[src/sv/pbc_pkg.sv]
package pbc_pkg;

    localparam int HASH_BITS      = 12;
    localparam int HASH_SHIFT     = 5;
    localparam int TABLE_DEPTH    = 2 ** HASH_BITS;
    localparam int BUF_ADDR_BITS  = 16;
    localparam int LIMIT_BITS     = BUF_ADDR_BITS + 1;
    localparam int BYTE_BITS      = 8;
    localparam int FLAGS_PER_BYTE = 8;
    localparam int FLAG_CNT_BITS  = 3;

    localparam int CFG_INDEX_BITS = 1;
    localparam int CFG_DATA_BITS  = LIMIT_BITS;
    localparam logic [CFG_INDEX_BITS-1:0] REG_BUFFER_LIMIT = 1'd0;
    localparam logic [CFG_INDEX_BITS-1:0] REG_START_OFFSET = 1'd1;

    localparam logic [LIMIT_BITS-1:0] ADDR_SPACE = LIMIT_BITS'(1) << BUF_ADDR_BITS;

    localparam int FIFO_DEPTH     = 4;
    localparam int FIFO_PTR_BITS  = 2;
    localparam int FIFO_CNT_BITS  = 3;

    localparam int S_TDATA_BITS   = 8;
    localparam int M_TDATA_BITS   = 32;

    typedef struct packed {
        logic                     write_enable;
        logic [BUF_ADDR_BITS-1:0] write_addr;
        logic [BYTE_BITS-1:0]     write_data;
        logic                     is_flag_byte;
        logic                     overflow;
        logic                     last;
    } result_t;

    // Up to two results enter the queue together; the second only with the first.
    typedef struct packed {
        logic    valid0;
        logic    valid1;
        result_t res0;
        result_t res1;
    } push_t;

endpackage

[src/sv/pbc_result_fifo.sv]
module pbc_result_fifo (
    input  logic                                 clk,
    input  logic                                 rst_n,
    input  pbc_pkg::push_t                       push,
    input  logic                                 pop,
    output pbc_pkg::result_t                     head,
    output logic [pbc_pkg::FIFO_CNT_BITS-1:0]    fill_count
);
    import pbc_pkg::*;

    result_t                  entry_reg [FIFO_DEPTH];
    logic [FIFO_PTR_BITS-1:0] wr_ptr_reg;
    logic [FIFO_PTR_BITS-1:0] wr_ptr_next;
    logic [FIFO_PTR_BITS-1:0] rd_ptr_reg;
    logic [FIFO_PTR_BITS-1:0] rd_ptr_next;
    logic [FIFO_CNT_BITS-1:0] count_reg;
    logic [FIFO_CNT_BITS-1:0] count_next;
    logic [FIFO_PTR_BITS-1:0] wr_ptr_second;
    logic [FIFO_CNT_BITS-1:0] push_num;

    always_comb
    begin
        wr_ptr_second = wr_ptr_reg + FIFO_PTR_BITS'(1);
        push_num      = FIFO_CNT_BITS'(push.valid0) + FIFO_CNT_BITS'(push.valid1);
        wr_ptr_next   = wr_ptr_reg + push_num[FIFO_PTR_BITS-1:0];
        rd_ptr_next   = rd_ptr_reg + FIFO_PTR_BITS'(pop);
        count_next    = count_reg + push_num - FIFO_CNT_BITS'(pop);
    end

    always_ff @(posedge clk)
    begin
        if (push.valid0)
        begin
            entry_reg[wr_ptr_reg] <= push.res0;
        end
        if (push.valid1)
        begin
            entry_reg[wr_ptr_second] <= push.res1;
        end
    end

    always_ff @(posedge clk or negedge rst_n)
    begin
        if (!rst_n)
        begin
            wr_ptr_reg <= '0;
            rd_ptr_reg <= '0;
            count_reg  <= '0;
        end
        else
        begin
            wr_ptr_reg <= wr_ptr_next;
            rd_ptr_reg <= rd_ptr_next;
            count_reg  <= count_next;
        end
    end

    assign head       = entry_reg[rd_ptr_reg];
    assign fill_count = count_reg;

`ifndef SYNTH
    a_fifo_bound: assert property (@(posedge clk) disable iff (!rst_n)
        count_reg <= FIFO_CNT_BITS'(FIFO_DEPTH))
        else $error("result queue holds more words than its depth");

    a_second_needs_first: assert property (@(posedge clk) disable iff (!rst_n)
        push.valid1 |-> push.valid0)
        else $error("second result pushed without the first");

    a_no_pop_empty: assert property (@(posedge clk) disable iff (!rst_n)
        pop |-> count_reg != '0)
        else $error("result queue popped while empty");
`endif

endmodule

[config.mk]
export PLATFORM = sky130hd
export DESIGN_NAME = pbc_result_fifo
export DESIGN_NICKNAME = d
export VERILOG_FILES = /design/src/sv/pbc_pkg.sv /design/src/sv/pbc_result_fifo.sv
export SDC_FILE = /design/constraint.sdc
export NUM_CORES = 1
export LEC_CHECK = 0
export BUFFER_PORTS_ARGS = -buffer_cell sky130_fd_sc_hd__buf_2
export CAP_MARGIN = 20
export CORE_ASPECT_RATIO = 1.4
export CORE_UTILIZATION = 55
export CTS_CLUSTER_SIZE = 16
export DETAILED_ROUTE_END_ITERATION = 10
export HOLD_SLACK_MARGIN = 0.1
export PLACE_DENSITY = 0.77
export SLEW_MARGIN = 20
export SYNTH_ARGS = -nofsm -noshare
export SYNTH_HDL_FRONTEND = slang
export SYNTH_SLANG_ARGS = --single-unit
export TNS_END_PERCENT = 30
[constraint.sdc]
create_clock -name clk -period 5.2 [get_ports clk]
set_clock_uncertainty 0.2 [all_clocks]
set_input_delay 0.52 -clock clk [delete_from_list [all_inputs] [get_ports clk]]
set_output_delay 0.52 -clock clk [all_outputs]
set_load 0.02 [all_outputs]
Word-level counts from Yosys, hierarchy flattened
Memories as Yosys holds them, arrays and structs flattened.
Index checks and enable logic that the tools add are counted.
{"block": "totals", "regBits": 7, "ramBits": 112, "out_inout_bits": 31, "word_cells": 14, "memories": 1}
{"memory": "entry_reg", "words": 4, "width": 28, "rd": 1, "rd_clocked_by_memory_dff": 0, "write_ports": 2, "line": "pbc_result_fifo.sv:11", "text": "result_t entry_reg [FIFO_DEPTH];"}
{"block": "classes", "n_addsub": 6, "mux": 4}
{"operator": "2-to-1 mux 1 bit", "count": 4}
{"operator": "adder 3 x 2 -> 3 bit", "count": 1}
{"operator": "subtractor 3 x 1 -> 3 bit", "count": 1}
{"operator": "adder 1 x 1 -> 2 bit", "count": 1}
{"operator": "adder 2 x 1 -> 2 bit", "count": 1}
{"operator": "adder 2 x 1 -> 2 bit (second input constant)", "count": 1}
{"operator": "adder 2 bit", "count": 1}

Longest topological paths before layout
Gate-level depths: netlist of the first run.
{"block": "depth", "depth_word": 3, "ltp_mapped": 6}

Worst setup path after synthesis of the first run
OpenSTA, ideal clock, no wires.
{"block": "synth_timing", "kind": "register -> register", "startpoint": "reg wr_ptr_reg[0]", "endpoint": "mem entry_reg[2][0] in the netlist's numbering, enable pin", "setup_ps": 452, "arrival_ps": 2646, "setup_slack_ps": 1902, "stages_incl_launch_ff": 4, "synth_period_minus_slack_ps": 3298, "path_cell_list": "dfrtp_1 -> buf_6 -> nand2b_1 -> o21ai_0"}
{"element": "start: declaration", "line": "pbc_result_fifo.sv:12", "text": "logic [FIFO_PTR_BITS-1:0] wr_ptr_reg;"}
{"element": "start signal: assignment", "line": "pbc_result_fifo.sv:52", "text": "wr_ptr_reg <= wr_ptr_next;"}
{"element": "end: declaration", "line": "pbc_result_fifo.sv:11"}

==> metrics.cfg, run 1 <==
[outcome]
status=complete, no violations

[logic_synthesis]
avgSynthCellArea_um2=19.8
synth_warnings=0
synth_area_um2=6060
synthesis.nets=373
yosysUniqueCellTypes=24
synth_edf_count=112
yosys-top-cells-area=edfxtp_1 55%, mux2_2 12%, mux2_4 12%, mux4_2 10%, dfrtp_1 2.9%
ys_top_cells_by_count=112 x edfxtp_1, 65 x mux2_2, 47 x mux2_4
async_reset_ff_frac=0.0588
yosysTopAreaCellShare=0.555
ys_seq_area_frac=0.584
synthCells=307
ys_seq_elements=119
yosys.area.top_type=edfxtp_1
synth_ff_type=edfxtp_1
synth_most_common_cell=edfxtp_1

[power]
power_density_nw_per_um2=607
peakVddDrop_mv=0.505
p_leak_nw=2.80

[cts]
ctsRootBufferMaster=clkbuf_16
ctsHoldBuffers=1
clkSinkCount=119
ctsResizeCount=0
path_clk_slew_ns=0.05
cts_buffers=17
cts_setup_buffers=0
insertion_delay_ns=0.41
htree_levels=4
cts_max_path_buffers=2
cts_tree=done

[setup_path]
cp.arrival_ns=2.08
critPathTopFamily=flip-flops
crit_start=rd_ptr_reg[0]
critPathMaxStageDelay_ns=0.68
critPathCaptureType=output pin
required_ns=4.48
crit_type=reg2out
critPathMaxFanout=17
r2r-start=wr_ptr_reg[1]
crit_path_cell_trace=buf_12 > mux4_2 > buf_2
critPathLaunchType=flip-flop
slowest_stage=dfrtp_2
cp.buffers_inverters=2

[hold_path]
hold_path_startpoint=pop
hold_path.class=in2reg

[sta]
min_period_ns=2.80
rsz0062_at_grt=false
final.setup.tns_ns=0
hold_viol_final=0
drv_slew=0
relSlewSlack=0.338
fmax_mhz=357
tightest_slew_ns=0.990
fin_crit_sh=0.539
setup_viol=0
holdWs_ns=0.199

[die]
core-area_um2=10800
die_height_um=126
ios=92
die_w_um=90.7
die-area_um2=11500
initial_utilization=0.561
rows=45

[route]
drt_iter0_markers=220
wl_per_cell_um=20.7
first_pass_iters=4
wirelength_um=11500
vias=3165
drc_errors=0
antenna_left=0
viasPerCell=5.68

[cells_and_area]
largest_reg_flops=112
insertedDiodeCount=0
utilization=0.666
nets=469
syn2layout_area_growth_pct=18.7
fin_cells=557
drive_gt1_frac=0.649

[global_routing]
grt_first_pass_wirelength_um=17900
grt_pass1_vias=3332
grt_max_degree=30
antenna_found_initial=0
grt_overflow_total=0
grt_usage=0.218

[place]
hpwl_um=6630
gp_congestion=0.733
placedCellCount=522
port_buffers=91

[flow_run]
maxCapViolCount=0

## cells by family after synthesis
logic type,count (synthesis),share of synthesized area
muxes,141,0.343
DFF,119,0.584
buffers and inverters,24,0.0382
and+or+nand+nor,9,0.0122
xor gates and xnor gates,7,0.0101
adders and majority gates,5,0.0116
AOI/OAI and AO/OA,2,0.00165
## path summary, 6_finish.rpt
kind	to	slack, ns	cells after the start
max	head[25]	2.40	3
max reg2reg	entry_reg[0][11]	2.42	2
min in group asynchronous	wr_ptr_reg[0]	0.28	2
min	rd_ptr_reg[0]	0.20	2
min reg2reg	fill_count[0]	0.31	1
max in group asynchronous	rd_ptr_reg[0]	4.34	2
## worst reg2reg max path: stages, from the launching register on
cell,delay [ns]
dfrtp_1,0.60
nand3_2,0.83
o21ai_4,0.74
## power by group
group | total, mW | internal (mW) | switching (mW)
registers | 1.60 | 1.46 | 0.143
logic | 1.60 | 0.744 | 0.853
clock network | 1.17 | 0.789 | 0.383
## cells in the final DEF, fill, tap and decap left out, drive strengths merged
master       instances
nand3                1
clkinv               9
nand2b               2
ha                   4
o21ai                2
fa                   1
mux2               112
bufinv               4
nor3b                1
mux2i                1
dfrtp                7
clkbuf              19
nand3b               2
buf                 96
dlygate4sd3          1
xnor2                3
nand2                1
inv                  4
xor2                 4
mux4                28
edfxtp             112
nor2                 2
## final cells by class
cell class / instances / area, µm²
Inverter: 4 / 15.0
Timing Repair Buffer: 97 / 536
Fill cell: 737 / 3610
Clock buffer: 19 / 433
Clock inverter: 13 / 160
Sequential cell: 119 / 3540
Multi-Input combinational cell: 164 / 2340
Tap cell: 141 / 176
## layer usage
layer  global-route usage  part of all wire
met1                0.253              0.39
met5                    0                 0
met3               0.0616             0.067
met2                0.371              0.54
met4                0.106            0.0099
## through the flow
stage / area (µm²) / setup WS [ns] / power [mW]
global route: 7200 / 2.23 / 4.56
detailed placement: 6550 / 2.31 / 3.19
CTS: 7150 / 2.13 / 4.38
global placement: 6550 / 2.36 / 3.16
floorplan: 6060 / 1.90 / 2.80
finish: 7200 / 2.40 / 4.37
No activity file was read; power rests on OpenSTA's default activity.
==> inputs of run 2 (changes only) <==
==> constraint.sdc (replaced) <==
create_clock -name clk -period 2.82 [get_ports clk]
set_clock_uncertainty 0.2 [all_clocks]
set_input_delay 0.282 -clock clk [delete_from_list [all_inputs] [get_ports clk]]
set_output_delay 0.282 -clock clk [all_outputs]
set_load 0.02 [all_outputs]
==> metrics.cfg, run 2 (synthesized netlist as in run 1, its figures left out) <==
[outcome]
status=complete, no violations  ; unchanged

[power]
p_leak_nw=3.17  ; was 2.80 nW
p_total_mw=8.31  ; was 4.37 mW
power_density_nw_per_um2=1020  ; was 607 nW/µm²
peakVddDrop_mv=0.652  ; was 0.505 mV

[route]
drt_iter0_markers=214  ; was 220
wl_per_cell_um=21.6  ; was 20.7 µm
viasPerCell=5.64  ; was 5.68
first_pass_iters=4  ; unchanged
drc_errors=0  ; unchanged
vias=3671  ; was 3165
antenna_left=0  ; unchanged
wirelength_um=14000  ; was 11500 µm

[cells_and_area]
drive_gt1_frac=0.541  ; was 0.649
syn2layout_area_growth_pct=33.7  ; was 18.7%
insertedDiodeCount=0  ; unchanged
layout_commonest_cell=edfxtp_1  ; unchanged
utilization=0.750  ; was 0.666
nets=563  ; was 469
final_cell_mix=112 x edfxtp_1, 91 x buf_2, 87 x dlygate4sd3_1, 65 x mux2_2, 47 x mux2_4  ; was 112 x edfxtp_1, 91 x buf_2, 65 x mux2_2, 47 x mux2_4, 28 x mux4_2
final_cell_area_um2=8110  ; was 7200 µm²
fill_cells=643  ; was 737
fin_cells=651  ; was 557
largest_reg_flops=112  ; unchanged

[die]
die-area_um2=11500  ; unchanged
die_w_um=90.7  ; unchanged
initial_utilization=0.561  ; unchanged
rows=45  ; unchanged
die_height_um=126  ; unchanged
core-area_um2=10800  ; unchanged
ios=92  ; unchanged

[sta]
drv_slew=0  ; unchanged
hold_viol_final=0  ; unchanged
tightest_slew_ns=1.07  ; was 0.990 ns
fmax_mhz=372
min_period_ns=2.69
holdWs_ns=0.117  ; was 0.199 ns
setup_viol=0  ; unchanged
fin_ws_ns=0.134  ; was 2.40 ns
final.setup.tns_ns=0  ; unchanged
relSlewSlack=0.285  ; was 0.338
fin_crit_sh=0.952
rsz0062_at_grt=false  ; unchanged

[setup_path]
slowest_stage=dlygate4sd3_1  ; was dfrtp_2
crit_type=reg2reg  ; was reg2out
crit_start=wr_ptr_reg[0]  ; was rd_ptr_reg[0]
critPathMaxFanout=23  ; was 17
critPathMaxStageDelay_ns=0.56  ; was 0.68 ns
critPathCaptureType=flip-flop  ; was output pin
critPathLaunchType=flip-flop  ; unchanged
cp.arrival_ns=2.64  ; was 2.08 ns
crit_path_cell_trace=nand3b_1 > buf_12 > mux2_4 > dlygate4sd3_1  ; was buf_12 > mux4_2 > buf_2
required_ns=2.77  ; was 4.48 ns
r2r-start=wr_ptr_reg[0]  ; was wr_ptr_reg[1]

[cts]
cts_setup_buffers=0  ; unchanged
path_clk_slew_ns=0.05  ; about the same
ctsRootBufferMaster=clkbuf_16  ; unchanged
clkSinkCount=119  ; unchanged
cts_max_path_buffers=2  ; unchanged
cts_tree=done  ; unchanged
cts_buffers=17  ; unchanged
insertion_delay_ns=0.41  ; about the same
htree_levels=4  ; unchanged

[place]
gp_congestion=0.799  ; was 0.733
dp_slack_ns=0.561  ; was 2.31 ns
port_buffers=91  ; unchanged
place_area_um2=6660  ; was 6550 µm²
hpwl_um=7930  ; was 6630 µm
placedCellCount=532  ; was 522

[global_routing]
antenna_found_initial=0  ; unchanged
grt_pass1_vias=4155  ; was 3332
grt_usage=0.266  ; was 0.218
grt_first_pass_wirelength_um=22200  ; was 17900 µm
grt_max_degree=29  ; was 30
grt_overflow_total=0  ; unchanged

[hold_path]
hold_path_startpoint=push[57]  ; was pop
hold_path.class=in2reg  ; unchanged

[flow_run]
maxCapViolCount=0  ; unchanged

==> run 2: cell count changes in the layout (fill, tap and decap cells not counted), sizes merged <==
| cell | change |
|---|---|
| clkinv | -1 |
| dlygate4sd3 | +86 |
| buf | +8 |
| clkinvlp | +2 |
| bufinv | -1 |
==> run 2: critical path, delay by kind of cell, from the launching register on <==
| family | cells | cell delay (ns) |
|---|---|---|
| muxes | 1 | 0.32 |
| DFF | 1 | 0.52 |
| buffers and inverters | 2 | 0.88 |
| and+or+nand+nor | 1 | 0.48 |
==> run 2: per-layer routing <==
metal / GRT usage / part of all wire
met2: 0.479 / 0.56
met5: 0 / 0
met1: 0.302 / 0.38
met3: 0.0537 / 0.042
met4: 0.121 / 0.025
==> run 2: what timing repair did <==
item / 4_1_cts / 5_1_grt
endpoints found under the setup margin: 0 / 2
hold buffers: 87 / 0
resized for setup: 0 / 2
hold endpoints to repair: 122 / 0
==> run 2: final cells by class <==
class                   instances  area [µm²]  area share
flip-flops and latches        119        3540       0.437
inverters                       4        15.0     0.00185
clock inverters                13         136      0.0168
multi-input cells             164        2340       0.289
well taps                     141         176      0.0218
repair buffers                191        1460       0.180
clock buffers                  19         433      0.0534
==> run 2: where the power goes <==
part	internal, mW	leakage [nW]	switching (mW)
Combinational	1.55	1.77	1.76
Sequential	2.69	1.13	0.212
Clock	1.36	0.269	0.735
==> run 2: final timing paths <==
| kind | slack, ns | depth (start not counted) | to |
|---|---|---|---|
| hold / removal | 0.12 | 3 | wr_ptr_reg[0] |
| min in group asynchronous | 0.63 | 3 | fill_count[1] |
| hold reg to reg | 0.26 | 1 | rd_ptr_reg[1] |
| max in group asynchronous | 1.52 | 3 | rd_ptr_reg[0] |
| setup / recovery | 0.13 | 4 | entry_reg[3][2] |
| setup reg to reg | 0.13 | 4 | entry_reg[3][2] |
==> inputs of run 3 (changes only) <==
--- a/config.mk
+++ b/config.mk
@@ -7,12 +7,14 @@
 export LEC_CHECK = 0
 export BUFFER_PORTS_ARGS = -buffer_cell sky130_fd_sc_hd__buf_2
 export CAP_MARGIN = 20
+export CELL_PAD_IN_SITES_DETAIL_PLACEMENT = 0
+export CELL_PAD_IN_SITES_GLOBAL_PLACEMENT = 1
 export CORE_ASPECT_RATIO = 1.4
-export CORE_UTILIZATION = 55
-export CTS_CLUSTER_SIZE = 16
+export CORE_UTILIZATION = 49
+export CTS_CLUSTER_SIZE = 40
 export DETAILED_ROUTE_END_ITERATION = 10
 export HOLD_SLACK_MARGIN = 0.1
-export PLACE_DENSITY = 0.77
+export PLACE_DENSITY_LB_ADDON = 0.1
 export SLEW_MARGIN = 20
 export SYNTH_ARGS = -nofsm -noshare
 export SYNTH_HDL_FRONTEND = slang
==> metrics.cfg, run 3 (synthesized netlist as in run 1, its figures left out) <==
[outcome]
status=complete, no violations  ; unchanged

[sta]
setup_viol=0  ; unchanged
hold_viol_final=0  ; unchanged
rsz0062_at_grt=false  ; unchanged
fin_crit_sh=0.941  ; was 0.952
min_period_ns=2.65  ; was 2.69 ns
tightest_slew_ns=1.05  ; was 1.07 ns
fin_ws_ns=0.166  ; was 0.134 ns
fmax_mhz=377  ; was 372 MHz
holdWs_ns=0.124  ; was 0.117 ns
drv_slew=0  ; unchanged
relSlewSlack=0.297  ; was 0.285

[global_routing]
use_met3=0.0428  ; was 0.0537
grtUsageMet1=0.258  ; was 0.302
antenna_found_initial=0  ; unchanged
use_met2=0.388  ; was 0.479
top_usage_layer=met2  ; unchanged
grt_max_degree=30  ; was 29
grt_pass1_vias=3807  ; was 4155
grt_usage=0.218  ; was 0.266
grt_first_pass_wirelength_um=20000  ; was 22200 µm
grt_overflow_total=0  ; unchanged

[die]
die_height_um=134  ; was 126 µm
die-area_um2=12800  ; was 11500 µm²
core-area_um2=11900  ; was 10800 µm²
ios=92  ; unchanged
rows=47  ; was 45
die_w_um=96.0  ; was 90.7 µm
initial_utilization=0.508  ; was 0.561

[power]
p_total_mw=8.15  ; was 8.31 mW
peakVddDrop_mv=0.679  ; was 0.652 mV
p_leak_nw=3.15  ; was 3.17 nW
power_density_nw_per_um2=1010  ; was 1020 nW/µm²

[flow_run]
maxCapViolCount=0  ; unchanged

[cells_and_area]
final_cell_area_um2=8080  ; was 8110 µm²
nets=559  ; was 563
largest_reg_flops=112  ; unchanged
insertedDiodeCount=0  ; unchanged
syn2layout_area_growth_pct=33.3  ; was 33.7%
fill_cells=833  ; was 643
utilization=0.677  ; was 0.750
layout_commonest_cell=edfxtp_1  ; unchanged
final_cell_mix=112 x edfxtp_1, 91 x buf_2, 87 x dlygate4sd3_1, 65 x mux2_2, 47 x mux2_4  ; unchanged
drive_gt1_frac=0.540  ; was 0.541

[setup_path]
crit_type=reg2reg  ; unchanged
crit_path_cell_trace=nand3b_1 > buf_12 > mux2_4 > dlygate4sd3_1  ; unchanged
required_ns=2.76  ; was 2.77 ns
slowest_stage=dfrtp_1  ; was dlygate4sd3_1
critPathMaxStageDelay_ns=0.63  ; was 0.56 ns
critPathCaptureType=flip-flop  ; unchanged
cp.arrival_ns=2.60  ; was 2.64 ns
r2r-start=wr_ptr_reg[1]  ; was wr_ptr_reg[0]
critPathLaunchType=flip-flop  ; unchanged
crit_start=wr_ptr_reg[1]  ; was wr_ptr_reg[0]
critPathMaxFanout=25  ; was 23

[place]
dp_slack_ns=0.428  ; was 0.561 ns
gp_congestion=0.704  ; was 0.799
hpwl_um=7810  ; was 7930 µm
place_area_um2=6660  ; about the same
port_buffers=91  ; unchanged

[route]
drc_errors=0  ; unchanged
wl_per_cell_um=19.7  ; was 21.6 µm
vias=3528  ; was 3671
first_pass_iters=4  ; unchanged
viasPerCell=5.42  ; was 5.64
wirelength_um=12800  ; was 14000 µm
drt_iter0_markers=86  ; was 214
antenna_left=0  ; unchanged

[cts]
cts_tree=done  ; unchanged
cts_max_path_buffers=2  ; unchanged
cts_buffers=17  ; unchanged
path_clk_slew_ns=0.05  ; about the same
cts_setup_buffers=0  ; unchanged
htree_levels=4  ; unchanged
insertion_delay_ns=0.40  ; was 0.41 ns
ctsRootBufferMaster=clkbuf_16  ; unchanged
clkSinkCount=119  ; unchanged

[hold_path]
hold_path.class=in2reg  ; unchanged
hold_path_startpoint=push[57]  ; unchanged

-- run 3: cell types whose count changed in the layout (fill, tap and decap cells not counted) --
cell / delta
dfrtp_1: +1
clkbuf_1: -1
dfrtp_2: -1
bufinv_16: -1
clkinv_2: +1
clkinv_4: +1
clkinv_1: -2
buf_4: -6
buf_12: +2
-- run 3: cell type report --
type | count | area (µm²) | share of cell area
well taps | 147 | 184 | 0.0228
clock inverters | 12 | 113 | 0.0139
multi-input cells | 164 | 2340 | 0.290
repair buffers | 187 | 1460 | 0.180
inverters | 4 | 15.0 | 0.00186
clock buffers | 18 | 429 | 0.0531
flip-flops and latches | 119 | 3540 | 0.438
-- run 3: timing repair --
item | 4_1_cts | 5_1_grt
resized for setup | 0 | 1
hold buffers | 87 | 0
hold endpoints to repair | 121 | 0
setup endpoints to repair | 0 | 2
-- run 3: where the power goes --
part / internal [mW] / switching (mW) / total, mW
combinational: 1.56 / 1.66 / 3.22
sequential: 2.69 / 0.259 / 2.95
clock: 1.27 / 0.711 / 1.98
total: 5.52 / 2.63 / 8.15
-- run 3: metrics by stage --
stage / setup TNS, ns / instances
floorplan: -26.78 / 307
global placement: 0 / 534
detailed placement: 0 / 534
CTS: 0 / 651
global route: 0 / 651
finish: 0 / 651
-- run 3: path summary, 6_finish.rpt --
path | cells past startpoint | endpoint | slack (ns)
min reg2reg | 1 | fill_count[0] | 0.31
max | 4 | entry_reg[3][14] | 0.17
min | 3 | wr_ptr_reg[0] | 0.12
min in group asynchronous | 3 | fill_count[2] | 0.63
max reg2reg | 4 | entry_reg[3][14] | 0.17
max in group asynchronous | 3 | rd_ptr_reg[0] | 1.54
-- run 3: layer usage --
| layer | up-vias | share of wire |
|---|---|---|
| met3 | 17 | 0.031 |
| met4 | 0 | 0.014 |
| met2 | 94 | 0.55 |
| li1 | 1619 | - |
| met5 | - | 0 |
| met1 | 1798 | 0.40 |
-- run 3: critical path: cells and delay by family, from the launching register on --
family,cells,cell delay (ns)
buffers and inverters,2,0.86
muxes,1,0.31
and+or+nand+nor,1,0.37
DFF,1,0.63
